### config.mk
export PLATFORM = sky130hd
export DESIGN_NAME = periodic_slot_timer
export DESIGN_NICKNAME = d
export VERILOG_FILES = /design/src/rtl/pst_pkg.sv /design/src/rtl/pst_ctrl.sv /design/src/rtl/pst_datapath.sv /design/src/rtl/periodic_slot_timer.sv
export SDC_FILE = /design/constraint.sdc
export NUM_CORES = 2
export LEC_CHECK = 0
export BUFFER_PORTS_ARGS = -buffer_cell sky130_fd_sc_hd__buf_2
export CORE_ASPECT_RATIO = 2
export CORE_MARGIN = 5
export CORE_UTILIZATION = 35
export CTS_CLUSTER_SIZE = 14
export DETAILED_ROUTE_END_ITERATION = 16
export PLACE_DENSITY = 0.5
export SLEW_MARGIN = 15
export SYNTH_ARGS = -nofsm -noshare
export SYNTH_HDL_FRONTEND = slang
export SYNTH_SLANG_ARGS = --single-unit
### constraint.sdc
create_clock -name clk -period 8.65 [get_ports clk]
set_input_delay 1.2975 -clock clk [delete_from_list [all_inputs] [get_ports clk]]
set_output_delay 1.2975 -clock clk [all_outputs]
set_load 0.1 [all_outputs]
### src/rtl/pst_pkg.sv
`default_nettype none

package pst_pkg;

  localparam int unsigned MAX_RESULTS = 16;
  localparam int unsigned FOUND_W     = 5;

  localparam logic CMD_TICK     = 1'b0;
  localparam logic CMD_REGISTER = 1'b1;

  localparam logic KIND_TICK = 1'b0;
  localparam logic KIND_ACK  = 1'b1;

  localparam logic STATUS_OK   = 1'b0;
  localparam logic STATUS_FULL = 1'b1;

  typedef struct packed {
    logic        cmd;
    logic [31:0] period_ticks;
  } in_item_t;

  typedef struct packed {
    logic        kind;
    logic        fired;
    logic [3:0]  slot;
    logic        status;
    logic [63:0] tick_count;
    logic        last;
  } out_item_t;

  typedef enum logic [1:0] {
    ST_IDLE,
    ST_SCAN,
    ST_DONE
  } state_t;

  typedef struct packed {
    logic tick_start;
    logic reg_start;
    logic scan_step;
    logic finish;
  } ctrl_t;

  typedef struct packed {
    logic used_zero;
    logic scan_last;
  } stat_t;

endpackage

`default_nettype wire

### src/rtl/pst_ctrl.sv
`default_nettype none

module pst_ctrl (
  input  wire logic          clk,
  input  wire logic          rst_n,
  input  wire logic          start,
  input  wire logic          in_cmd,
  input  wire pst_pkg::stat_t stat,
  output logic               busy,
  output pst_pkg::ctrl_t     ctrl
);

  pst_pkg::state_t state_r;
  pst_pkg::state_t state_nxt;

  always_ff @(posedge clk) begin
    if (!rst_n) begin
      state_r <= pst_pkg::ST_IDLE;
    end else begin
      state_r <= state_nxt;
    end
  end

  always_comb begin
    state_nxt = state_r;
    ctrl      = '0;
    busy      = 1'b1;
    unique case (state_r)
      pst_pkg::ST_IDLE: begin
        busy = 1'b0;
        if (start) begin
          if (in_cmd == pst_pkg::CMD_REGISTER) begin
            ctrl.reg_start = 1'b1;
          end else begin
            ctrl.tick_start = 1'b1;
            state_nxt = stat.used_zero ? pst_pkg::ST_DONE : pst_pkg::ST_SCAN;
          end
        end
      end
      pst_pkg::ST_SCAN: begin
        ctrl.scan_step = 1'b1;
        if (stat.scan_last) begin
          state_nxt = pst_pkg::ST_DONE;
        end
      end
      pst_pkg::ST_DONE: begin
        ctrl.finish = 1'b1;
        state_nxt   = pst_pkg::ST_IDLE;
      end
      default: begin
        state_nxt = pst_pkg::ST_IDLE;
      end
    endcase
  end

endmodule

`default_nettype wire

### src/rtl/pst_datapath.sv
`default_nettype none

module pst_datapath #(
  parameter int unsigned SLOT_COUNT = 16
) (
  input  wire logic              clk,
  input  wire logic              rst_n,
  input  wire pst_pkg::in_item_t in_item,
  input  wire pst_pkg::ctrl_t    ctrl,
  output pst_pkg::stat_t         stat,
  output logic                   out_valid,
  output pst_pkg::out_item_t     out_item
);

  localparam int unsigned IDX_W  = (SLOT_COUNT > 1) ? $clog2(SLOT_COUNT) : 1;
  localparam int unsigned USED_W = $clog2(SLOT_COUNT + 1);

  logic [31:0] rem_mem [SLOT_COUNT];
  logic [31:0] rel_mem [SLOT_COUNT];

  logic [63:0]             tick_counter_r, tick_counter_nxt;
  logic [USED_W-1:0]       slots_used_r, slots_used_nxt;
  logic [IDX_W-1:0]        idx_r, idx_nxt;
  logic                    pending_v_r, pending_v_nxt;
  logic [3:0]              pending_slot_r, pending_slot_nxt;
  logic [pst_pkg::FOUND_W-1:0] found_r, found_nxt;
  logic                    out_valid_r, out_valid_nxt;
  pst_pkg::out_item_t      out_item_r, out_item_nxt;
  logic [31:0]             rd_rem_r, rd_rel_r;

  logic [IDX_W-1:0] rd_addr;
  logic [IDX_W-1:0] wr_addr;
  logic             rem_we, rel_we;
  logic [31:0]      rem_wdata;
  logic             fire;

  assign fire = (rd_rem_r == 32'd0);

  assign stat.used_zero = (slots_used_r == '0);
  assign stat.scan_last = (USED_W'(USED_W'(idx_r) + USED_W'(1)) == slots_used_r);

  always_comb begin
    if (ctrl.tick_start || idx_r == IDX_W'(SLOT_COUNT - 1)) begin
      rd_addr = '0;
    end else begin
      rd_addr = IDX_W'(idx_r + IDX_W'(1));
    end
  end

  always_comb begin
    tick_counter_nxt = tick_counter_r;
    slots_used_nxt   = slots_used_r;
    idx_nxt          = idx_r;
    pending_v_nxt    = pending_v_r;
    pending_slot_nxt = pending_slot_r;
    found_nxt        = found_r;
    out_valid_nxt    = 1'b0;
    out_item_nxt     = out_item_r;
    rem_we           = 1'b0;
    rel_we           = 1'b0;
    rem_wdata        = in_item.period_ticks;
    wr_addr          = slots_used_r[IDX_W-1:0];

    if (ctrl.reg_start) begin
      out_valid_nxt           = 1'b1;
      out_item_nxt.kind       = pst_pkg::KIND_ACK;
      out_item_nxt.fired      = 1'b0;
      out_item_nxt.tick_count = tick_counter_r;
      out_item_nxt.last       = 1'b1;
      if (slots_used_r != USED_W'(SLOT_COUNT)) begin
        out_item_nxt.slot   = 4'(slots_used_r);
        out_item_nxt.status = pst_pkg::STATUS_OK;
        rem_we              = 1'b1;
        rel_we              = 1'b1;
        slots_used_nxt      = USED_W'(slots_used_r + USED_W'(1));
      end else begin
        out_item_nxt.slot   = 4'd0;
        out_item_nxt.status = pst_pkg::STATUS_FULL;
      end
    end

    if (ctrl.tick_start) begin
      tick_counter_nxt = tick_counter_r + 64'd1;
      idx_nxt          = '0;
      pending_v_nxt    = 1'b0;
      found_nxt        = '0;
    end

    if (ctrl.scan_step) begin
      rem_we    = 1'b1;
      wr_addr   = idx_r;
      rem_wdata = fire ? rd_rel_r : rd_rem_r - 32'd1;
      idx_nxt   = IDX_W'(idx_r + IDX_W'(1));
      if (fire && found_r < pst_pkg::FOUND_W'(pst_pkg::MAX_RESULTS)) begin
        found_nxt        = pst_pkg::FOUND_W'(found_r + pst_pkg::FOUND_W'(1));
        pending_v_nxt    = 1'b1;
        pending_slot_nxt = 4'(idx_r);
        if (pending_v_r) begin
          out_valid_nxt           = 1'b1;
          out_item_nxt.kind       = pst_pkg::KIND_TICK;
          out_item_nxt.fired      = 1'b1;
          out_item_nxt.slot       = pending_slot_r;
          out_item_nxt.status     = pst_pkg::STATUS_OK;
          out_item_nxt.tick_count = tick_counter_r;
          out_item_nxt.last       = 1'b0;
        end
      end
    end

    if (ctrl.finish) begin
      out_valid_nxt           = 1'b1;
      out_item_nxt.kind       = pst_pkg::KIND_TICK;
      out_item_nxt.fired      = pending_v_r;
      out_item_nxt.slot       = pending_v_r ? pending_slot_r : 4'd0;
      out_item_nxt.status     = pst_pkg::STATUS_OK;
      out_item_nxt.tick_count = tick_counter_r;
      out_item_nxt.last       = 1'b1;
      pending_v_nxt           = 1'b0;
    end
  end

  always_ff @(posedge clk) begin
    if (!rst_n) begin
      tick_counter_r <= '0;
      slots_used_r   <= '0;
      idx_r          <= '0;
      pending_v_r    <= 1'b0;
      found_r        <= '0;
      out_valid_r    <= 1'b0;
    end else begin
      tick_counter_r <= tick_counter_nxt;
      slots_used_r   <= slots_used_nxt;
      idx_r          <= idx_nxt;
      pending_v_r    <= pending_v_nxt;
      found_r        <= found_nxt;
      out_valid_r    <= out_valid_nxt;
    end
  end

  always_ff @(posedge clk) begin
    pending_slot_r <= pending_slot_nxt;
    out_item_r     <= out_item_nxt;
  end

  always_ff @(posedge clk) begin
    if (rem_we) begin
      rem_mem[wr_addr] <= rem_wdata;
    end
    if (rel_we) begin
      rel_mem[wr_addr] <= in_item.period_ticks;
    end
    rd_rem_r <= rem_mem[rd_addr];
    rd_rel_r <= rel_mem[rd_addr];
  end

  assign out_valid = out_valid_r;
  assign out_item  = out_item_r;

endmodule

`default_nettype wire

### src/rtl/periodic_slot_timer.sv
`default_nettype none

// Periodic slot timer with a 64-bit tick counter that each tick item advances.
// An item is transferred when start is high and busy is low. A registration
// item claims the next free slot with its reload period and produces one
// acknowledge result on the cycle after the transfer; a full table gives a
// refusal instead. Registration stays in the idle state, so busy stays low.
// A tick item advances the counter and visits each used slot in turn, one
// slot per cycle through the slot memory's single read port; busy stays high
// until its final report is issued.
// Each firing slot (at most MAX_RESULTS) produces one result; the last result
// of a tick carries last, and a tick with no firing slot gives one plain report.
// Results appear on out_item for exactly one cycle while out_valid is high;
// the receiver cannot stall them. Reset clears the counter and the table
// fill count; slot contents are not cleared and need no clearing pass.

module periodic_slot_timer #(
  parameter int unsigned SLOT_COUNT = 16
) (
  input  wire logic              clk,
  input  wire logic              rst_n,
  input  wire logic              start,
  output logic                   busy,
  input  wire pst_pkg::in_item_t in_item,
  output logic                   out_valid,
  output pst_pkg::out_item_t     out_item
);

  pst_pkg::ctrl_t ctrl;
  pst_pkg::stat_t stat;

  pst_ctrl u_ctrl (
    .clk    (clk),
    .rst_n  (rst_n),
    .start  (start),
    .in_cmd (in_item.cmd),
    .stat   (stat),
    .busy   (busy),
    .ctrl   (ctrl)
  );

  pst_datapath #(
    .SLOT_COUNT (SLOT_COUNT)
  ) u_datapath (
    .clk       (clk),
    .rst_n     (rst_n),
    .in_item   (in_item),
    .ctrl      (ctrl),
    .stat      (stat),
    .out_valid (out_valid),
    .out_item  (out_item)
  );

endmodule

`default_nettype wire
## Word level (Yosys, flattened, before mapping)

Memory sizes are Yosys's and may differ from the RTL's. A register that Yosys moved wholly into a read port is not among the register bits.
Cells that the tools add are included.

| operators by class | value |
|---|---|
| order comparisons | 1 |
| bitwise operators | 1 |
| reductions and logical operators | 10 |
| add/subtract/negate cells | 6 |
| multiplexer cells | 43 |
| equality and inequality tests | 8 |

Operator list:

| kind | number |
|---|---|
| 72-bit two-way mux | 4 |
| 71-bit two-way mux | 1 |
| 64-bit by 1-bit adder with 64-bit output (second input constant) | 1 |
| 32-bit two-way mux | 2 |
| 32-bit zero test | 1 |
| 32-bit by 1-bit subtractor with 32-bit output (second input constant) | 1 |
| 1-bit two-way mux | 20 |
| 4-bit two-way mux | 5 |
| 5-bit two-way mux | 4 |
| 2-bit two-way mux | 6 |
| 5-bit by 1-bit adder with 5-bit output (second input constant) | 2 |
| 2-bit != test (second input constant) | 3 |
| 4-bit by 1-bit adder with 5-bit output (second input constant) | 1 |
| 5-bit == test | 1 |
| 5-bit zero test | 1 |
| 5-bit < comparator (second input constant) | 1 |
| 5-bit != test (second input constant) | 1 |
| 4-bit by 1-bit adder with 4-bit output (second input constant) | 1 |
| 4-bit == test (second input constant) | 1 |
| 2-bit one-hot mux with 2 select lines | 1 |
| 2-bit AND reduction | 2 |
| 3-bit AND reduction | 1 |
| 2-bit by 1-bit == test with 1-bit output (second input constant) | 1 |
| 2-bit == test (second input constant) | 1 |
| 6 further kinds | 6 |

| word-level totals | value |
|---|---|
| register bits after elaboration | 158 |
| bits in writable memories | 1024 |
| memories kept | 2 |
| logic and storage cells | 85 |

Memories:

| name | depth | width | rd ports | clocked after memory_dff | write ports | RTL line | source |
|---|---|---|---|---|---|---|---|
| u_datapath.rel_mem | 16 | 32 | 1 | 1 | 1 | pst_datapath.sv:19 | `logic [31:0] rel_mem [SLOT_COUNT];` |
| u_datapath.rem_mem | 16 | 32 | 1 | 1 | 1 | pst_datapath.sv:18 | `logic [31:0] rem_mem [SLOT_COUNT];` |

## Depth between registers and ports, before layout

| depth | value |
|---|---|
| word-level depth | 8 |
| mapped depth | 10 |
| mapped depth without buffers | 7 |

## By module

From an unflattened synthesis, not the netlist that was laid out.

| second synthesis, totals | value |
|---|---|
| cells, all modules | 3401 |
| area, all modules | 49059.6 um^2 |

By module, submodules not included:

| module | area each (um^2) | instances | seq. area each (um^2) | cells an instance |
|---|---|---|---|---|
| pst_datapath | 48935.7 | 1 | 35193.8 | 3386 |
| pst_ctrl | 123.9 | 1 | 40.0 | 15 |

## Least setup slack after synthesis

Ideal clock, no wire load.

| path | value |
|---|---|
| path type | input port to flip-flop |
| start | in in_item[32] (netlist bit) |
| end | mem u_datapath.rem_mem[10][0] (enable) |
| data required time | 8.229 ns |
| buffers on the path | 1 |
| slack | 4.536 ns |
| arrival | 3.693 ns |
| stages | 5 |
| cell sequence | nand4bb_1 > a31oi_1 > clkbuf_1 > o21bai_1 > nor2_1 |

| between the ends | value |
|---|---|
| word-level cells in the longest chain between the ends | 7 |

Ends and longest elaborated chain:

| item | RTL line | source |
|---|---|---|
| from (decl) | periodic_slot_timer.sv:24 | `input wire pst_pkg::in_item_t in_item,` |
| 1-bit two-way mux | pst_ctrl.sv:32 | `if (in_cmd == pst_pkg::CMD_REGISTER) begin` |
| 2-bit two-way mux | pst_ctrl.sv:31 | `if (start) begin` |
| 2-bit two-way mux | pst_ctrl.sv:28 | `unique case (state_r)` |
| 1-bit two-way mux | pst_datapath.sv:64 | `if (ctrl.reg_start) begin` |
| 1-bit two-way mux | pst_datapath.sv:89 | `if (ctrl.scan_step) begin` |
| 1-bit two-way mux | pst_datapath.sv:146 | `if (rem_we) begin` |
| 1-bit two-way mux (not written as such) | pst_datapath.sv:147 | `rem_mem[wr_addr] <= rem_wdata;` |
| to (decl) | pst_datapath.sv:18 |  |

No other way between the ends.

## Worst setup path in the final report

| path | value |
|---|---|
| start | reg u_datapath.idx_r[0] |
| end | reg u_datapath.rd_rem_r[10] (read register of u_datapath.rem_mem) |

| between the ends | value |
|---|---|
| word-level cells in the longest chain between the ends | 3 |

Ends and longest elaborated chain:

| item | RTL line | source |
|---|---|---|
| from (decl) | pst_datapath.sv:23 | `logic [IDX_W-1:0] idx_r, idx_nxt;` |
| from (signal assigned) | pst_datapath.sv:133 | `idx_r <= idx_nxt;` |
| branches (longest 2 deep; another with 4-bit by 1-bit adder with 4-bit output) | n/a |  |
| 4-bit two-way mux * | pst_datapath.sv:43 | `if (ctrl.tick_start \|\| idx_r == IDX_W'(SLOT_COUNT - 1)) begin` |
| to (decl) | pst_datapath.sv:29 | `logic [31:0] rd_rem_r, rd_rel_r;` |

Every way passes the cells marked *.
A chain may end at the register's enable or synchronous reset.

==> tab_implementation.tex <==
\begin{tabular}{lr}
\hline
Metric & Value \\
\hline
\multicolumn{2}{l}{\textbf{Timing}} \\
Clock Skews & $\sim$0.032 ns \\
Hold Vio Cnt, Final & 0 \\
Transition time at the pin with the least slew margin & around 1.2 ns \\
Final max-slew violation count & 0 \\
Sum Neg Setup Slack & 0 ns \\
Final Critical Period & roughly 4.6 ns \\
Final critical-path share of the clock period & a little over half \\
Worst slew slack as a fraction of its limit & 18.4\% \\
Peak clock frequency supported by timing & roughly 220 MHz \\
Unrepaired setup endpoints after global routing & false \\
Final setup violation count & 0 \\
\multicolumn{2}{l}{\textbf{Clock tree}} \\
Depth of the CTS H-tree & 3 \\
Number of buffers between clock root and the deepest sink & 3 \\
Post-CTS Resized & 0 \\
CTS tree & yes \\
Clk Latency, worst-skew pair & approximately 0.74 ns \\
CTS root buffer & clkbuf\_16 \\
Sinks on Clock Net & 1,246 \\
Buffer count from post-CTS setup fixing & 0 \\
Number of CTS-inserted buffers & 115 \\
Clock slew seen by the registers of the worst setup and hold paths & $\sim$0.07 ns \\
Count of hold buffers inserted by post-cts repair & 0 \\
\multicolumn{2}{l}{\textbf{Critical path}} \\
R2r startpoint & u\_datapath.idx\_r[0]\$\_SDFFE\_PN0P\_ \\
Worst setup path start & u\_datapath.idx\_r[0]\$\_SDFFE\_PN0P\_ \\
Crit. End Element & flip-flop \\
Arrival time worst endpoint & $\sim$5.3 ns \\
Worst Setup Path Type & flip-flop to flip-flop \\
Launching element type of the critical path & flip-flop \\
Critical path peak fanout & 190 \\
Required time at the worst-slack endpoint & around 9.3 ns \\
\multicolumn{2}{l}{\textbf{GRT}} \\
Antenna violations before repair & 8 \\
First-pass GRT wire length & roughly 210,000 µm \\
Overall global routing resource usage & about a fifth \\
Leftover overflow at the end of global routing & 0 \\
Maximum number of pins on one net before global-route repair & between 150 and 200 \\
Vias in the first global route & between 30,000 and 40,000 \\
\multicolumn{2}{l}{\textbf{Route}} \\
Number of violations reported at the end of detailed-routing iteration 0 & $\sim$3,300 \\
Total via count in the routed design & 31,400 \\
TritonRoute pass-1 iters & 5 \\
Vias per Instance & approximately 5.7 \\
Count of nets left with antenna violations after detail routing & 0 \\
Routed WL & roughly 150,000 µm \\
Total DRC errors in the routed layout & 0 \\
Detail-routed net length per standard cell & 26.9 µm \\
\multicolumn{2}{l}{\textbf{Synthesis}} \\
Synth Net Count & approximately 3,500 \\
Mapped cell area & between 40,000 and 50,000 µm² \\
Share of the yosys chip area belonging to registers & between 70\% and 80\% \\
Number of flops mapped to enable cells by yosys & 1,028 \\
Post-synthesis average cell area & 14.2 µm² \\
Library cell with the highest instance count after synthesis & edfxtp\_1 \\
Fraction of registers with async set or reset after synthesis & 0\% \\
Total of flip-flops plus latches after synthesis & $\sim$1,200 \\
Fraction of post-synthesis cell area in the top cell type by area & between 60\% and 70\% \\
Synth top area cells & edfxtp\_1, dfxtp\_1, a21oi\_1 \\
Gate count after technology mapping & 3,479 \\
Distinct cells, synth & 74 \\
Leading register cell type out of synthesis & edfxtp\_1 \\
Number of warnings printed during yosys synthesis & 0 \\
Biggest area consumer among synthesized cells & edfxtp\_1 \\
Most used standard cells in the synthesized netlist & edfxtp\_1, a21oi\_1, dfxtp\_1, clkbuf\_1, nand2\_1 \\
\multicolumn{2}{l}{\textbf{Power and ir drop}} \\
Leakage component of the power & $\sim$17 nW \\
Power per standard cell area & roughly 220 nW/µm² \\
Switching share of power & between 20\% and 30\% \\
Internal Pwr Total & 9.79 mW \\
Maximum vdd drop & roughly 200 µV \\
Clock Power Share & about 41\% \\
Sequential group share of total power & between 50\% and 60\% \\
Pwr Total & 12.6 mW \\
Net switching power & approximately 2.8 mW \\
Combinational fraction of design power & 5.6\% \\
\multicolumn{2}{l}{\textbf{Flow run}} \\
MaxCap Viol Count & 0 \\
\multicolumn{2}{l}{\textbf{Layout}} \\
Non-Filler Cell Area, Final & approximately 56,000 µm² \\
Share of final-layout standard cells stronger than drive strength 1 & between 10\% and 20\% \\
Layout area overhead & 13.8\% \\
Number of nets in the layout & 3,562 \\
Number of fillers in the final layout & around 13,000 \\
\multicolumn{2}{l}{\textbf{Min path}} \\
Source of the worst hold timing path & u\_datapath.out\_item[70]\$\_DFF\_P\_ \\
Worst min-delay path category & flip-flop to flip-flop \\
\multicolumn{2}{l}{\textbf{Placement}} \\
Final GP Congestion & just under 0.8 \\
Area after detailed placement & roughly 52,000 µm² \\
Post-detail-place hpwl & between 70,000 and 80,000 µm \\
Port buffer count & between 100 and 150 \\
\multicolumn{2}{l}{\textbf{Floorplan}} \\
Full die area & approximately 150,000 µm² \\
Die Ht & 541 µm \\
Die Width & 275 µm \\
Initial Util & a little over a third \\
Ports & 110 \\
Core Rows & 195 \\
Core outline area & between 100,000 and 150,000 µm² \\
\multicolumn{2}{l}{\textbf{Outcome}} \\
Run status & completed \\
\hline
\end{tabular}
path summary, 6_finish.rpt:
kind,to,slack [ns],cells after the start
worst min register to register,u_datapath.out_item[70]$_DFF_P_,0.45,1
worst max-delay path,u_datapath.rd_rem_r[10]$_DFF_P_,4.01,7
worst max register to register,u_datapath.rd_rem_r[10]$_DFF_P_,4.01,7
worst min-delay path,u_datapath.out_item[70]$_DFF_P_,0.45,1
stage by stage:
| stage | cells | utilization, % | hold WS [ns] | setup WS (ns) |
|---|---|---|---|---|
| CTS | 5486 | 39.9 | 0.453 | 3.98 |
| global placement | 5271 | 37.1 | 0.437 | 3.72 |
| floorplan | 3479 | - | 0.403 | 4.54 |
| finish | 5494 | 40.0 | 0.450 | 4.01 |
| global route | 5490 | 39.9 | 0.487 | 3.72 |
| detailed placement | 5271 | 37.1 | 0.439 | 3.71 |
kinds of logic (layout without fill, tap and decap cells):
| kind of cell | count (synthesis) | in the layout | share of synthesized area (%) |
|---|---|---|---|
| and+or+nand+nor | 880 | 880 | 9.91 |
| DFF | 1246 | 1246 | 71.4 |
| xor gates and xnor gates | 57 | 57 | 1.01 |
| AOI/OAI and AO/OA | 927 | 927 | 13.4 |
| other | 0 | 5 | 0 |
| buffers and inverters | 290 | 429 | 2.39 |
| adders and majority gates | 6 | 6 | 0.152 |
| muxes | 73 | 73 | 1.69 |
layout make-up:
class	instances	area [µm²]	share of cell area, %
Timing Repair Buffer	199	1280	2.29
Tap cell	1871	2340	4.17
Multi-Input combinational cell	1943	13300	23.7
Clock buffer	164	3270	5.82
Inverter	15	61.3	0.109
Clock inverter	51	619	1.10
Antenna cell	5	12.5	0.0223
Sequential cell	1246	35200	62.8
worst max-delay path, stage by stage (launching register included):
cell and delay (ns):
dfxtp_4 0.87, buf_12 0.70, or3_4 0.88, buf_4 0.57, buf_4 0.69, a221oi_1 0.21
a211oi_1 0.34, or4_1 0.18
per-layer routing:
metal / track usage (%) / wire (µm) / part of all wire, % / vias to the layer above
met1: 26.7 / 64300 / 44 / 16300
met2: 31.9 / 72100 / 49 / 986
met3: 2.37 / 8060 / 5.5 / 170
met4: 5.05 / 3090 / 2.1 / 4
met5: 0 / 21 / 0.014 / -
li1: - / - / - / 13900
layout by cell type (no fill, tap or decap), types with 117 or more instances in the layout:
cell type / Yosys / routed
a221oi_1: 126 / 126
clkbuf_16: 0 / 117
edfxtp_1: 1028 / 1028
dfxtp_1: 218 / 217
nand2b_1: 137 / 136
o221ai_1: 128 / 128
nor2b_1: 134 / 133
nand2_1: 205 / 204
a211oi_1: 128 / 127
a21oi_1: 297 / 297
o311ai_0: 130 / 129
flip-flops by register name, indices dropped and copies added (netlist names):
register and cells:
u_datapath.rel_mem 512, u_datapath.rem_mem 512, u_datapath.out_item 72, u_datapath.tick_counter_r 64
u_datapath.rd_rel_r 32, u_datapath.rd_rem_r 32, u_datapath.found_r 5, u_datapath.slots_used_r 5
u_datapath.idx_r 4, u_datapath.pending_slot_r 4, u_ctrl.state_r 2, u_datapath.out_valid 1
u_datapath.pending_v_r 1
power groups by stage:
stage | Clock (mW) | Sequential [mW] | Combinational [mW]
after CTS | 5.35 | 6.69 | 0.700
final | 5.23 | 6.69 | 0.702
after floorplan | 0 | 6.79 | 0.395
after global placement | 0 | 6.82 | 0.690
after global routing | 5.58 | 6.69 | 0.756
after detailed placement | 0 | 6.82 | 0.699
No activity file was read; power rests on OpenSTA's default activity.
